**src/sv/bsec_pkg.sv**
```systemverilog
// Shared types, constants and helpers for the bit/symbol error counter.
package bsec_pkg;

    localparam int SYMBOL_WIDTH = 16;
    localparam int TOTAL_WIDTH  = 32;
    localparam int VALUE_WIDTH  = 16;
    localparam int GROUP_WIDTH  = 16;
    localparam int GERR_WIDTH   = 19;
    localparam int OUT_WIDTH    = 32;
    localparam int ERR_WIDTH    = 4;   // up to eight bit errors per word
    localparam int CFG_WIDTH    = 16;
    localparam int CFG_IDX_WIDTH = 1;
    localparam int QUEUE_DEPTH  = 4;
    localparam int QUEUE_AW     = $clog2(QUEUE_DEPTH);

    localparam logic [CFG_IDX_WIDTH-1:0] CFG_ERROR_MODE      = 1'd0;
    localparam logic [CFG_IDX_WIDTH-1:0] CFG_ITEMS_PER_GROUP = 1'd1;

    localparam logic                   MODE_SYMBOL   = 1'b0;
    localparam logic                   MODE_BIT      = 1'b1;
    localparam logic [GROUP_WIDTH-1:0] GROUP_RESET   = 16'd256;

    // classified word passed from the front end to the accumulators
    typedef struct packed {
        logic [ERR_WIDTH-1:0] err;
        logic                 last;
    } t_item;

    // limit a packet total to the 32-bit output field
    function automatic logic [OUT_WIDTH-1:0] clip_out(input logic [TOTAL_WIDTH-1:0] v);
        logic [48:0] wide;
        wide = 49'(v);
        if (wide > 49'h0_FFFF_FFFF) begin
            return {OUT_WIDTH{1'b1}};
        end
        return wide[OUT_WIDTH-1:0];
    endfunction

endpackage

```
**src/sv/bsec_front.sv**
```systemverilog
// Front end: takes a word pair and turns it into an error count.
module bsec_front
    import bsec_pkg::*;
(
    input  logic                   i_error_mode,
    input  logic [VALUE_WIDTH-1:0] i_tx_value,
    input  logic [VALUE_WIDTH-1:0] i_rx_value,
    input  logic                   i_last_item,
    output t_item                  o_item
);

    logic [7:0]           diff;
    logic [ERR_WIDTH-1:0] bit_errs;
    logic                 sym_err;

    always_comb begin
        diff     = i_tx_value[7:0] ^ i_rx_value[7:0];
        bit_errs = '0;
        for (int b = 0; b < 8; b++) begin
            bit_errs = bit_errs + ERR_WIDTH'(diff[b]);
        end
    end

    assign sym_err = (i_tx_value[SYMBOL_WIDTH-1:0] != i_rx_value[SYMBOL_WIDTH-1:0]);

    always_comb begin
        o_item.last = i_last_item;
        if (i_error_mode == MODE_BIT) begin
            o_item.err = bit_errs;
        end else begin
            o_item.err = ERR_WIDTH'(sym_err);
        end
    end

endmodule

```
**src/sv/bsec_fifo.sv**
```systemverilog
// Short queue between the front end and the accumulators.
module bsec_fifo
    import bsec_pkg::*;
(
    input  logic  i_clk,
    input  logic  i_rst_n,
    input  logic  i_push,
    input  t_item i_item,
    input  logic  i_pop,
    output t_item o_item,
    output logic  o_full,
    output logic  o_empty
);

    t_item                 r_mem [QUEUE_DEPTH];
    logic [QUEUE_AW-1:0]   r_wr_ptr, n_wr_ptr;
    logic [QUEUE_AW-1:0]   r_rd_ptr, n_rd_ptr;
    logic [QUEUE_AW:0]     r_count,  n_count;
    logic                  do_push, do_pop;

    assign o_full  = (r_count == (QUEUE_AW+1)'(QUEUE_DEPTH));
    assign o_empty = (r_count == '0);
    assign do_push = i_push && !o_full;
    assign do_pop  = i_pop && !o_empty;
    assign o_item  = r_mem[r_rd_ptr];

    always_comb begin
        n_wr_ptr = do_push ? r_wr_ptr + 1'b1 : r_wr_ptr;
        n_rd_ptr = do_pop  ? r_rd_ptr + 1'b1 : r_rd_ptr;
        n_count  = r_count;
        if (do_push && !do_pop) begin
            n_count = r_count + 1'b1;
        end else if (do_pop && !do_push) begin
            n_count = r_count - 1'b1;
        end
    end

    always_ff @(posedge i_clk) begin
        if (do_push) begin
            r_mem[r_wr_ptr] <= i_item;
        end
    end

    always_ff @(posedge i_clk) begin
        if (!i_rst_n) begin
            r_wr_ptr <= '0;
            r_rd_ptr <= '0;
            r_count  <= '0;
        end else begin
            r_wr_ptr <= n_wr_ptr;
            r_rd_ptr <= n_rd_ptr;
            r_count  <= n_count;
        end
    end

    a_count_range: assert property (@(posedge i_clk) disable iff (!i_rst_n)
        r_count <= (QUEUE_AW+1)'(QUEUE_DEPTH))
        else $error("queue count beyond depth");

    a_ptr_gap: assert property (@(posedge i_clk) disable iff (!i_rst_n)
        QUEUE_AW'(r_wr_ptr - r_rd_ptr) == r_count[QUEUE_AW-1:0])
        else $error("queue pointers disagree with count");

    a_count_step: assert property (@(posedge i_clk) disable iff (!i_rst_n)
        (do_push && !do_pop) |=> (r_count == $past(r_count) + 1'b1))
        else $error("queue count missed a push");

endmodule

```
**src/sv/bsec_back.sv**
```systemverilog
// Back end: group and packet accumulators with the report register.
module bsec_back
    import bsec_pkg::*;
(
    input  logic                   i_clk,
    input  logic                   i_rst_n,
    input  logic [GROUP_WIDTH-1:0] i_items_per_group,
    input  logic                   i_empty,
    input  t_item                  i_item,
    output logic                   o_pop,
    output logic                   o_valid,
    input  logic                   i_stall,
    output logic [GROUP_WIDTH-1:0] o_group_number,
    output logic [GERR_WIDTH-1:0]  o_group_errors,
    output logic [GROUP_WIDTH-1:0] o_group_items,
    output logic [OUT_WIDTH-1:0]   o_total_errors,
    output logic [OUT_WIDTH-1:0]   o_total_items,
    output logic                   o_packet_end
);

    logic [GROUP_WIDTH-1:0] r_pos,   n_pos;
    logic [GERR_WIDTH-1:0]  r_gerr,  n_gerr;
    logic [GROUP_WIDTH-1:0] r_gidx,  n_gidx;
    logic [TOTAL_WIDTH-1:0] r_terr,  n_terr;
    logic [TOTAL_WIDTH-1:0] r_titem, n_titem;
    logic                   r_out_valid;

    logic [GERR_WIDTH:0]    gerr_sum;
    logic [TOTAL_WIDTH:0]   terr_sum, titem_sum;
    logic [GERR_WIDTH-1:0]  gerr_upd;
    logic [GROUP_WIDTH-1:0] pos_upd;
    logic [TOTAL_WIDTH-1:0] terr_upd, titem_upd;
    logic [GROUP_WIDTH-1:0] limit;
    logic                   close;

    // report slot free, or being drained this cycle
    assign o_pop   = !i_empty && (!r_out_valid || !i_stall);
    assign o_valid = r_out_valid;

    always_comb begin
        gerr_sum  = (GERR_WIDTH+1)'(r_gerr) + (GERR_WIDTH+1)'(i_item.err);
        gerr_upd  = gerr_sum[GERR_WIDTH] ? {GERR_WIDTH{1'b1}} : gerr_sum[GERR_WIDTH-1:0];
        pos_upd   = (r_pos == {GROUP_WIDTH{1'b1}}) ? r_pos : r_pos + 1'b1;
        terr_sum  = (TOTAL_WIDTH+1)'(r_terr) + (TOTAL_WIDTH+1)'(i_item.err);
        terr_upd  = terr_sum[TOTAL_WIDTH] ? {TOTAL_WIDTH{1'b1}} : terr_sum[TOTAL_WIDTH-1:0];
        titem_sum = (TOTAL_WIDTH+1)'(r_titem) + (TOTAL_WIDTH+1)'(1'b1);
        titem_upd = titem_sum[TOTAL_WIDTH] ? {TOTAL_WIDTH{1'b1}} : titem_sum[TOTAL_WIDTH-1:0];
        limit     = (i_items_per_group == '0) ? GROUP_WIDTH'(1) : i_items_per_group;
        close     = (pos_upd >= limit) || i_item.last;

        n_pos   = r_pos;
        n_gerr  = r_gerr;
        n_gidx  = r_gidx;
        n_terr  = r_terr;
        n_titem = r_titem;
        if (o_pop) begin
            if (i_item.last) begin
                n_pos   = '0;
                n_gerr  = '0;
                n_gidx  = '0;
                n_terr  = '0;
                n_titem = '0;
            end else if (close) begin
                n_pos   = '0;
                n_gerr  = '0;
                n_gidx  = (r_gidx == {GROUP_WIDTH{1'b1}}) ? r_gidx : r_gidx + 1'b1;
                n_terr  = terr_upd;
                n_titem = titem_upd;
            end else begin
                n_pos   = pos_upd;
                n_gerr  = gerr_upd;
                n_terr  = terr_upd;
                n_titem = titem_upd;
            end
        end
    end

    always_ff @(posedge i_clk) begin
        if (!i_rst_n) begin
            r_pos       <= '0;
            r_gerr      <= '0;
            r_gidx      <= '0;
            r_terr      <= '0;
            r_titem     <= '0;
            r_out_valid <= 1'b0;
        end else begin
            r_pos   <= n_pos;
            r_gerr  <= n_gerr;
            r_gidx  <= n_gidx;
            r_terr  <= n_terr;
            r_titem <= n_titem;
            if (o_pop) begin
                r_out_valid <= close;
            end else if (!i_stall) begin
                r_out_valid <= 1'b0;
            end
        end
    end

    // report payload, loaded only when a word closes a group
    always_ff @(posedge i_clk) begin
        if (o_pop && close) begin
            o_group_number <= r_gidx;
            o_group_errors <= gerr_upd;
            o_group_items  <= pos_upd;
            o_total_errors <= clip_out(terr_upd);
            o_total_items  <= clip_out(titem_upd);
            o_packet_end   <= i_item.last;
        end
    end

    a_items_nonzero: assert property (@(posedge i_clk) disable iff (!i_rst_n)
        r_out_valid |-> (o_group_items != '0))
        else $error("report with empty group");

    a_totals_cover_group: assert property (@(posedge i_clk) disable iff (!i_rst_n)
        r_out_valid |-> (o_total_items >= OUT_WIDTH'(o_group_items)))
        else $error("packet item total below group items");

    a_last_clears: assert property (@(posedge i_clk) disable iff (!i_rst_n)
        (o_pop && i_item.last) |=> (r_titem == '0 && r_gidx == '0 && r_out_valid))
        else $error("packet end did not clear counters");

    a_pos_below_limit: assert property (@(posedge i_clk) disable iff (!i_rst_n)
        o_pop |=> (r_pos < $past(limit)))
        else $error("open group reached its limit");

endmodule

```
**src/sv/bit_symbol_error_counter_top.sv**
```systemverilog
// Top level of the bit/symbol error counter: config registers and the three stages.
//
//  channel | direction | handshake            | payload
//  input   | in        | i_valid / o_stall    | i_tx_value, i_rx_value, i_last_item
//  output  | out       | o_valid / i_stall    | o_group_number .. o_packet_end
//  config  | in        | i_cfg_we             | i_cfg_index, i_cfg_data
//
// One word per clock is sustained while i_stall stays low; a report is presented once
// the word closing its group has passed into the four-entry queue and the accumulators
// have loaded the report register.
// Reset is synchronous and clears counters, queue and report valid; error_mode
// returns to bit mode and items_per_group to 256.
// A stalled report holds the accumulators; the queue takes up to four more
// words before o_stall rises.
module bit_symbol_error_counter_top
    import bsec_pkg::*;
(
    input  logic                     i_clk,
    input  logic                     i_rst_n,
    input  logic                     i_cfg_we,
    input  logic [CFG_IDX_WIDTH-1:0] i_cfg_index,
    input  logic [CFG_WIDTH-1:0]     i_cfg_data,
    input  logic                     i_valid,
    output logic                     o_stall,
    input  logic [VALUE_WIDTH-1:0]   i_tx_value,
    input  logic [VALUE_WIDTH-1:0]   i_rx_value,
    input  logic                     i_last_item,
    output logic                     o_valid,
    input  logic                     i_stall,
    output logic [GROUP_WIDTH-1:0]   o_group_number,
    output logic [GERR_WIDTH-1:0]    o_group_errors,
    output logic [GROUP_WIDTH-1:0]   o_group_items,
    output logic [OUT_WIDTH-1:0]     o_total_errors,
    output logic [OUT_WIDTH-1:0]     o_total_items,
    output logic                     o_packet_end
);

    logic                   r_error_mode;
    logic [GROUP_WIDTH-1:0] r_items_per_group;
    t_item                  front_item, queue_item;
    logic                   q_full, q_empty, q_pop;

    always_ff @(posedge i_clk) begin
        if (!i_rst_n) begin
            r_error_mode      <= MODE_BIT;
            r_items_per_group <= GROUP_RESET;
        end else if (i_cfg_we) begin
            case (i_cfg_index)
                CFG_ERROR_MODE:      r_error_mode      <= i_cfg_data[0];
                CFG_ITEMS_PER_GROUP: r_items_per_group <= i_cfg_data[GROUP_WIDTH-1:0];
                default: ;
            endcase
        end
    end

    assign o_stall = q_full;

    bsec_front u_front (
        .i_error_mode (r_error_mode),
        .i_tx_value   (i_tx_value),
        .i_rx_value   (i_rx_value),
        .i_last_item  (i_last_item),
        .o_item       (front_item)
    );

    bsec_fifo u_fifo (
        .i_clk   (i_clk),
        .i_rst_n (i_rst_n),
        .i_push  (i_valid),
        .i_item  (front_item),
        .i_pop   (q_pop),
        .o_item  (queue_item),
        .o_full  (q_full),
        .o_empty (q_empty)
    );

    bsec_back u_back (
        .i_clk             (i_clk),
        .i_rst_n           (i_rst_n),
        .i_items_per_group (r_items_per_group),
        .i_empty           (q_empty),
        .i_item            (queue_item),
        .o_pop             (q_pop),
        .o_valid           (o_valid),
        .i_stall           (i_stall),
        .o_group_number    (o_group_number),
        .o_group_errors    (o_group_errors),
        .o_group_items     (o_group_items),
        .o_total_errors    (o_total_errors),
        .o_total_items     (o_total_items),
        .o_packet_end      (o_packet_end)
    );

endmodule

```
**config.mk**
```make
export PLATFORM = sky130hd
export DESIGN_NAME = bit_symbol_error_counter_top
export DESIGN_NICKNAME = d
export VERILOG_FILES = /design/src/sv/bsec_pkg.sv /design/src/sv/bsec_front.sv /design/src/sv/bsec_fifo.sv /design/src/sv/bsec_back.sv /design/src/sv/bit_symbol_error_counter_top.sv
export SDC_FILE = /design/constraint.sdc
export NUM_CORES = 1
export LEC_CHECK = 0
export ABC_AREA = 1
export CORE_MARGIN = 1
export CORE_UTILIZATION = 47
export DETAILED_ROUTE_END_ITERATION = 10
export DONT_BUFFER_PORTS = 1
export PLACE_DENSITY = 0.62
export SLEW_MARGIN = 40
export SYNTH_ARGS = -nofsm -noshare
export SYNTH_HDL_FRONTEND = slang
export SYNTH_SLANG_ARGS = --single-unit
```
**constraint.sdc**
```tcl
create_clock -name i_clk -period 6.2 [get_ports i_clk]
set_input_delay 0.31 -clock i_clk [delete_from_list [all_inputs] [get_ports i_clk]]
set_output_delay 0.31 -clock i_clk [all_outputs]
set_load 0.005 [all_outputs]
```
==> impl_metrics.csv, run 1 <==
group,metric,value,unit
run_status,outcome,"completed",
floorplan,rows,61,
floorplan,start_util,0.482,
sta,final.min_clock_period,4.43,ns
critical_path,start_kind,"register",
global_routing,grt_max_degree,96,
clocking,clk_pin_slew,0.06,ns
route,via_count,10400,
synth,syn-cell-area,0.0135,sq mm
synth,yosysTopAreaCellShare,0.303,
clocking,htree_num_levels,1,
critical_path,criticalPathCategory,"reg2reg",
sta,clock_skew,0.00923,ns
sta,tns,0,ns
synth,synthTopCellsByArea,"edfxtp_1, dfxtp_1, nand2_1, a21oi_1, inv_1",
sta,final-setup-viol-count,0,
route,drt_iter0_markers,623,
place,gp_congestion,0.904,
clocking,post_cts_resized,0,
finish,final_cell_count_no_fill,1990,
finish,layout-drive-gt1-share,0.0695,
place,placedCellCount,1926,
sta,hold_viol,0,
global_routing,groute.usage.overall,0.209,
clocking,clock_latency,0.54,ns
finish,final_area,0.0149,sq mm
critical_path,rr_worst_depth,19,
synth,post-synth-top-count-cell,"nand2_1",
global_routing,grt_pass1_wl,49700,um
floorplan,die-area,0.0294,sq mm
job,maxCapViolCount,0,
route,wl_per_cell,15.2,um
critical_path,crit_required,6.40,ns
sta,hold-worst-slack,0.0170,ns
critical_path,crit_fanout,57,
floorplan,fp.dieH,171,um
global_routing,grt_pass1_vias,9665,
synth,synth.avg_cell_area,8.48,sq um
pwr,powerDensity,427,mW/mm^2
place,placed_cell_area,0.0138,sq mm
synth,synthCells,1592,
sta,finalCritPeriodShare,0.715,
sta,fmax,225,MHz
finish,final_core_util,0.531,
clocking,cts_sinks,278,
synth,ys.flop_type,"dfxtp_1",
clocking,cts_root_buf,"clkbuf_16",
global_routing,grt_overflow,0,
synth,synth-async-reset-ratio,0,
synth,synth_top_area_cell,"edfxtp_1",
synth,ys_ff_latch,278,
critical_path,r2r_setup_slack,1.77,ns
pwr,power.leakage,5.62,nW
clocking,cts_buffers,29,
route,drt-total-wl,30300,um
hold_path,min_path_cells,2,
critical_path,cp.arrival,4.63,ns
synth,synth_seq_area_share,0.513,
floorplan,die_w,171,um
critical_path,setup.worst_path.end_class,"register",
synth,synth_top_cells_by_count,"nand2_1, inv_1, a21oi_1",
place,io_buffers,0,
place,dpl.hpwl,20800,um
sta,worst-slew-pin-transition,0.829,ns
synth,syn_nets,1688,
route,drt-pass1-iter-count,5,
clocking,cts_tree,"built",
hold_path,hp-class,"in2reg",
floorplan,coreArea,0.0280,sq mm
route,antenna_left,0,
global_routing,antenna_found_initial,0,
floorplan,ios,173,
pwr,vdd_ir_drop_max,0.316,mV
route,drc,0,
clocking,cts_buffer_depth,3,
route,viasPerCell,5.23,
synth,ys_warn_count,0,
sta,grt_setup_unrepaired,"no",
synth,synth_cell_types,54,
finish,fin_nets,1686,
finish,syn_to_final_growth,10.2,%
sta,drv_slew,0,
synth,synth_edf_count,136,
finish,antenna_cells,0,
sta,max_slew_margin,0.447,
## sequential cells by signal, indices dropped and copies added (netlist names), named ones only
register	cells
u_back.r_pos	16
u_fifo.r_rd_ptr	2
u_back.o_valid	1
u_back.o_group_errors	19
r_error_mode	1
u_back.r_titem	32
u_back.o_total_items	32
u_back.o_group_number	16
r_items_per_group	16
u_fifo.r_mem	20
u_back.r_gidx	16
u_back.o_total_errors	32
u_back.r_gerr	19
u_back.r_terr	32
u_back.o_group_items	16
u_fifo.r_wr_ptr	2
u_fifo.r_count	3
u_back.o_packet_end	1
## stage by stage
step	worst slack [ns]	total power (W)
6_report	1.77	0.00635
5_1_grt	1.28	0.00679
4_1_cts	1.65	0.00644
3_5_place_dp	1.74	0.00468
3_3_place_gp	1.84	0.00464
2_1_floorplan	1.10	0.00419
## metal layers
metal  GRT usage  wire length, um  up-vias
met1       0.294            14400     4853
met3      0.0354             1520       44
li1            -                -     5298
met5           0                0        -
met2       0.337            13800      213
met4      0.0466              537        0
## cells in the final DEF (no fill, tap or decap), types with 36 or more instances in the layout
master    count
o21ai_0      63
nand3_1      89
a21oi_1     144
nand2_1     432
xor2_1       36
edfxtp_1    136
dfxtp_1     142
inv_1       156
nand4_1      36
nor2_1      105
nor3_1       38
## cells by family (layout without fill, tap and decap cells)
family / after synthesis / after routing / synth area share
XOR/XNOR: 53 / 53 / 0.0344
flip-flops: 278 / 278 / 0.513
buffers and inverters: 214 / 234 / 0.0629
adder cells (fa/ha/maj): 41 / 41 / 0.0419
multiplexers: 1 / 1 / 0.000834
AND/OR/NAND/NOR: 768 / 768 / 0.251
AO/OA/AOI/OAI: 237 / 237 / 0.0957
## power by group
group	leakage [nW]	switching [W]	total, W	internal [W]
Clock	0.470	0.000706	0.00173	0.00102
Combinational	2.67	0.00125	0.00170	0.000449
Sequential	2.47	0.000319	0.00292	0.00260
## what timing repair did
action | 4_1_cts | 5_1_grt
hold buffers | 11 | 0
setup buffers | 0 | 0
endpoints found under the hold margin | 45 | 0
## path summary, 6_finish.rpt
path	start	to
min	i_cfg_data[4]	r_items_per_group[4]
min reg2reg	u_back.r_titem[26]	u_back.r_titem[26]
max reg2reg	u_back.r_pos[0]	u_back.o_total_errors[2]
max	u_back.r_pos[0]	u_back.o_total_errors[2]
## cell type report
type | instances | area, sq um
multi-input cells | 1100 | 5730
clock buffers | 41 | 842
repair buffers | 17 | 176
fillers | 2621 | 13100
flip-flops and latches | 278 | 6930
well taps | 378 | 473
inverters | 164 | 618
clock inverters | 12 | 114
## critical path, stage by stage, from the launching register on
cell,delay [ns]
dfxtp_1,0.40
ha_1,0.28
nand2_1,0.08
nor2_1,0.15
nand2_2,0.11
nor2_1,0.09
inv_1,0.05
nor2_1,0.25
nor3_1,0.14
a22oi_1,0.29
ha_1,0.22
inv_1,0.06
nor3_1,0.17
a211oi_1,0.07
nand2_1,0.09
nand2_1,0.09
nand3_4,0.22
nand2_1,0.19
inv_4,0.59
buf_4,0.49
(Power assumes the default switching activity.)
==> run 2, diff against run 1 <==
--- a/config.mk
+++ b/config.mk
@@ -10,7 +10,7 @@
 export CORE_UTILIZATION = 47
 export DETAILED_ROUTE_END_ITERATION = 10
 export DONT_BUFFER_PORTS = 1
-export PLACE_DENSITY = 0.62
+export PLACE_DENSITY = 0.64
 export SLEW_MARGIN = 40
 export SYNTH_ARGS = -nofsm -noshare
 export SYNTH_HDL_FRONTEND = slang
==> constraint.sdc (replaced) <==
create_clock -name i_clk -period 3.8 [get_ports i_clk]
set_input_delay 0.19 -clock i_clk [delete_from_list [all_inputs] [get_ports i_clk]]
set_output_delay 0.19 -clock i_clk [all_outputs]
set_load 0.005 [all_outputs]
==> run 2 against run 1 <==
Effect of this change:
- utilization rose by 1.2 points
- clock skew is 0.0090 ns higher
- clock power is 77% higher
- critical endpoint is now u_back.o_total_items[8]
==> impl_metrics.csv, run 2 (synthesis results as in run 1) <==
group,metric,value,unit
run_status,outcome,"completed",
job,maxCapViolCount,0,
finish,final_common_cell,"nand2_1",
clocking,cts_tree,"built",
sta,clock_skew,0.0182,ns
floorplan,start_util,0.482,
critical_path,cp.arrival,3.65,ns
critical_path,r2r-end,"u_back.o_total_items[8]",
place,dpl.hpwl,21100,um
floorplan,coreArea,0.0280,sq mm
hold_path,hp-class,"in2reg",
critical_path,start_kind,"register",
place,placed_cell_area,0.0139,sq mm
route,drt_iter0_markers,649,
finish,final_area,0.0152,sq mm
finish,antenna_cells,0,
sta,final.min_clock_period,3.44,ns
critical_path,crit_fanout,58,
floorplan,rows,61,
finish,final_cell_mix,"nand2_1, inv_1, a21oi_1",
floorplan,fp.dieH,171,um
place,gp_congestion,0.930,
floorplan,die_w,171,um
clocking,htree_num_levels,1,
sta,final-setup-viol-count,0,
global_routing,grt_pass1_vias,9844,
critical_path,cp-startpoint,"u_back.r_pos[8]",
sta,max_slew_margin,0.469,
global_routing,groute.usage.overall,0.211,
pwr,power.leakage,5.75,nW
route,via_count,10600,
finish,final_cell_count_no_fill,2011,
hold_path,min_from,"i_tx_value[10]",
route,drc,0,
clocking,clk_pin_slew,0.06,ns
sta,worst-slew-pin-transition,0.794,ns
route,wl_per_cell,15.6,um
critical_path,critical-path-slowest-cell,"dfxtp_1",
critical_path,worstReg2RegStart,"u_back.r_pos[8]",
clocking,cts_buffers,30,
sta,hold_viol,0,
finish,fin_nets,1705,
global_routing,grt_max_degree,67,
critical_path,crit_required,4.01,ns
clocking,cts_sinks,278,
sta,drv_slew,0,
sta,grt_setup_unrepaired,"no",
critical_path,r2r_setup_slack,0.36,ns
place,post-place-ws,0.399,ns
floorplan,die-area,0.0294,sq mm
critical_path,crit_chain,"nand2_1 > nor3_1 > nand3_1 > nand3b_1 > a22oi_1 > o21ai_0 > ha_1 > nand2_1 > nor2_1 > nand3_1 > nor2_1 > nand2_2 > nand3_4 > nand2_4 > clkinvlp_4 > buf_12",
sta,fmax,291,MHz
floorplan,ios,173,
finish,layout-drive-gt1-share,0.0765,
finish,syn_to_final_growth,12.7,%
pwr,vdd_ir_drop_max,0.519,mV
route,viasPerCell,5.26,
clocking,cts_root_buf,"clkbuf_16",
place,placedCellCount,1932,
critical_path,crit_path_end,"u_back.o_total_items[8]",
global_routing,antenna_found_initial,0,
critical_path,setup.worst_path.end_class,"register",
route,drt-total-wl,31300,um
finish,n_fill_cell,2597,
clocking,clock_latency,0.56,ns
sta,finalCritPeriodShare,0.904,
critical_path,criticalPathCategory,"reg2reg",
pwr,powerDensity,705,mW/mm^2
sta,timing.final.ws_setup,0.364,ns
route,antenna_left,0,
critical_path,slowest_delay,0.41,ns
global_routing,grt_overflow,0,
critical_path,rr_worst_depth,16,
global_routing,grt_pass1_wl,50000,um
place,io_buffers,0,
route,drt-pass1-iter-count,5,
clocking,cts_buffer_depth,3,
sta,tns,0,ns
run 2: worst min-delay path by stage:
stage | to | slack (ns) | cells past startpoint
2_1_floorplan | u_fifo.r_mem[0][0] | 0.29 | 0
3_3_place_gp | u_fifo.r_mem[3][0] | 0.29 | 0
3_5_place_dp | u_fifo.r_mem[3][0] | 0.29 | 0
4_1_cts | u_fifo.r_mem[0][1] | 0.1 | 4
5_1_grt | u_fifo.r_mem[0][1] | 0.11 | 4
6_report | u_fifo.r_mem[0][1] | 0.10 | 4
run 2: metrics by stage:
step,hold slack [ns],utilization,total power (W)
after detailed placement,0.290,0.497,0.00773
after CTS,0.0977,0.543,0.0109
final,0.103,0.543,0.0107
after floorplan,0.289,-,0.00684
after global routing,0.110,0.543,0.0114
after global placement,0.290,0.497,0.00769
run 2: area by class of cell:
cell class / instances / area (sq um) / share of cell area
clock buffers: 43 / 851 / 0.0559
clock inverters: 13 / 191 / 0.0126
inverters: 164 / 622 / 0.0409
multi-input cells: 1100 / 5780 / 0.380
flip-flops and latches: 278 / 6930 / 0.456
well taps: 378 / 473 / 0.0311
repair buffers: 35 / 368 / 0.0242
run 2: repair_timing:
action | in CTS | in global routing
hold buffers | 23 | 0
gates resized for setup | 0 | 0
hold endpoints to repair | 46 | 0
setup endpoints to repair | 0 | 0
setup buffers | 0 | 0
run 2: routing by layer:
| layer | vias up | wire length, um | global-route usage |
|---|---|---|---|
| met4 | 0 | 529 | 0.0485 |
| met2 | 246 | 14800 | 0.356 |
| li1 | 5345 | - | - |
| met1 | 4941 | 14100 | 0.278 |
| met3 | 39 | 1850 | 0.0421 |
| met5 | - | 0 | 0 |
run 2: worst max-delay path, delay by kind of cell, from the launching register on:
family,cells,cell delay [ns]
simple gates,11,1.49
buf+inv,2,0.42
flops,1,0.41
fa+ha+maj,1,0.36
compound gates,2,0.34
run 2: where the power goes:
part / switching (W) / internal, W / total (W) / leakage, nW
sequential: 0.000519 / 0.00424 / 0.00476 / 2.47
clock: 0.00117 / 0.00189 / 0.00306 / 0.509
combinational: 0.00209 / 0.000820 / 0.00291 / 2.77
total: 0.00378 / 0.00695 / 0.0107 / 5.75
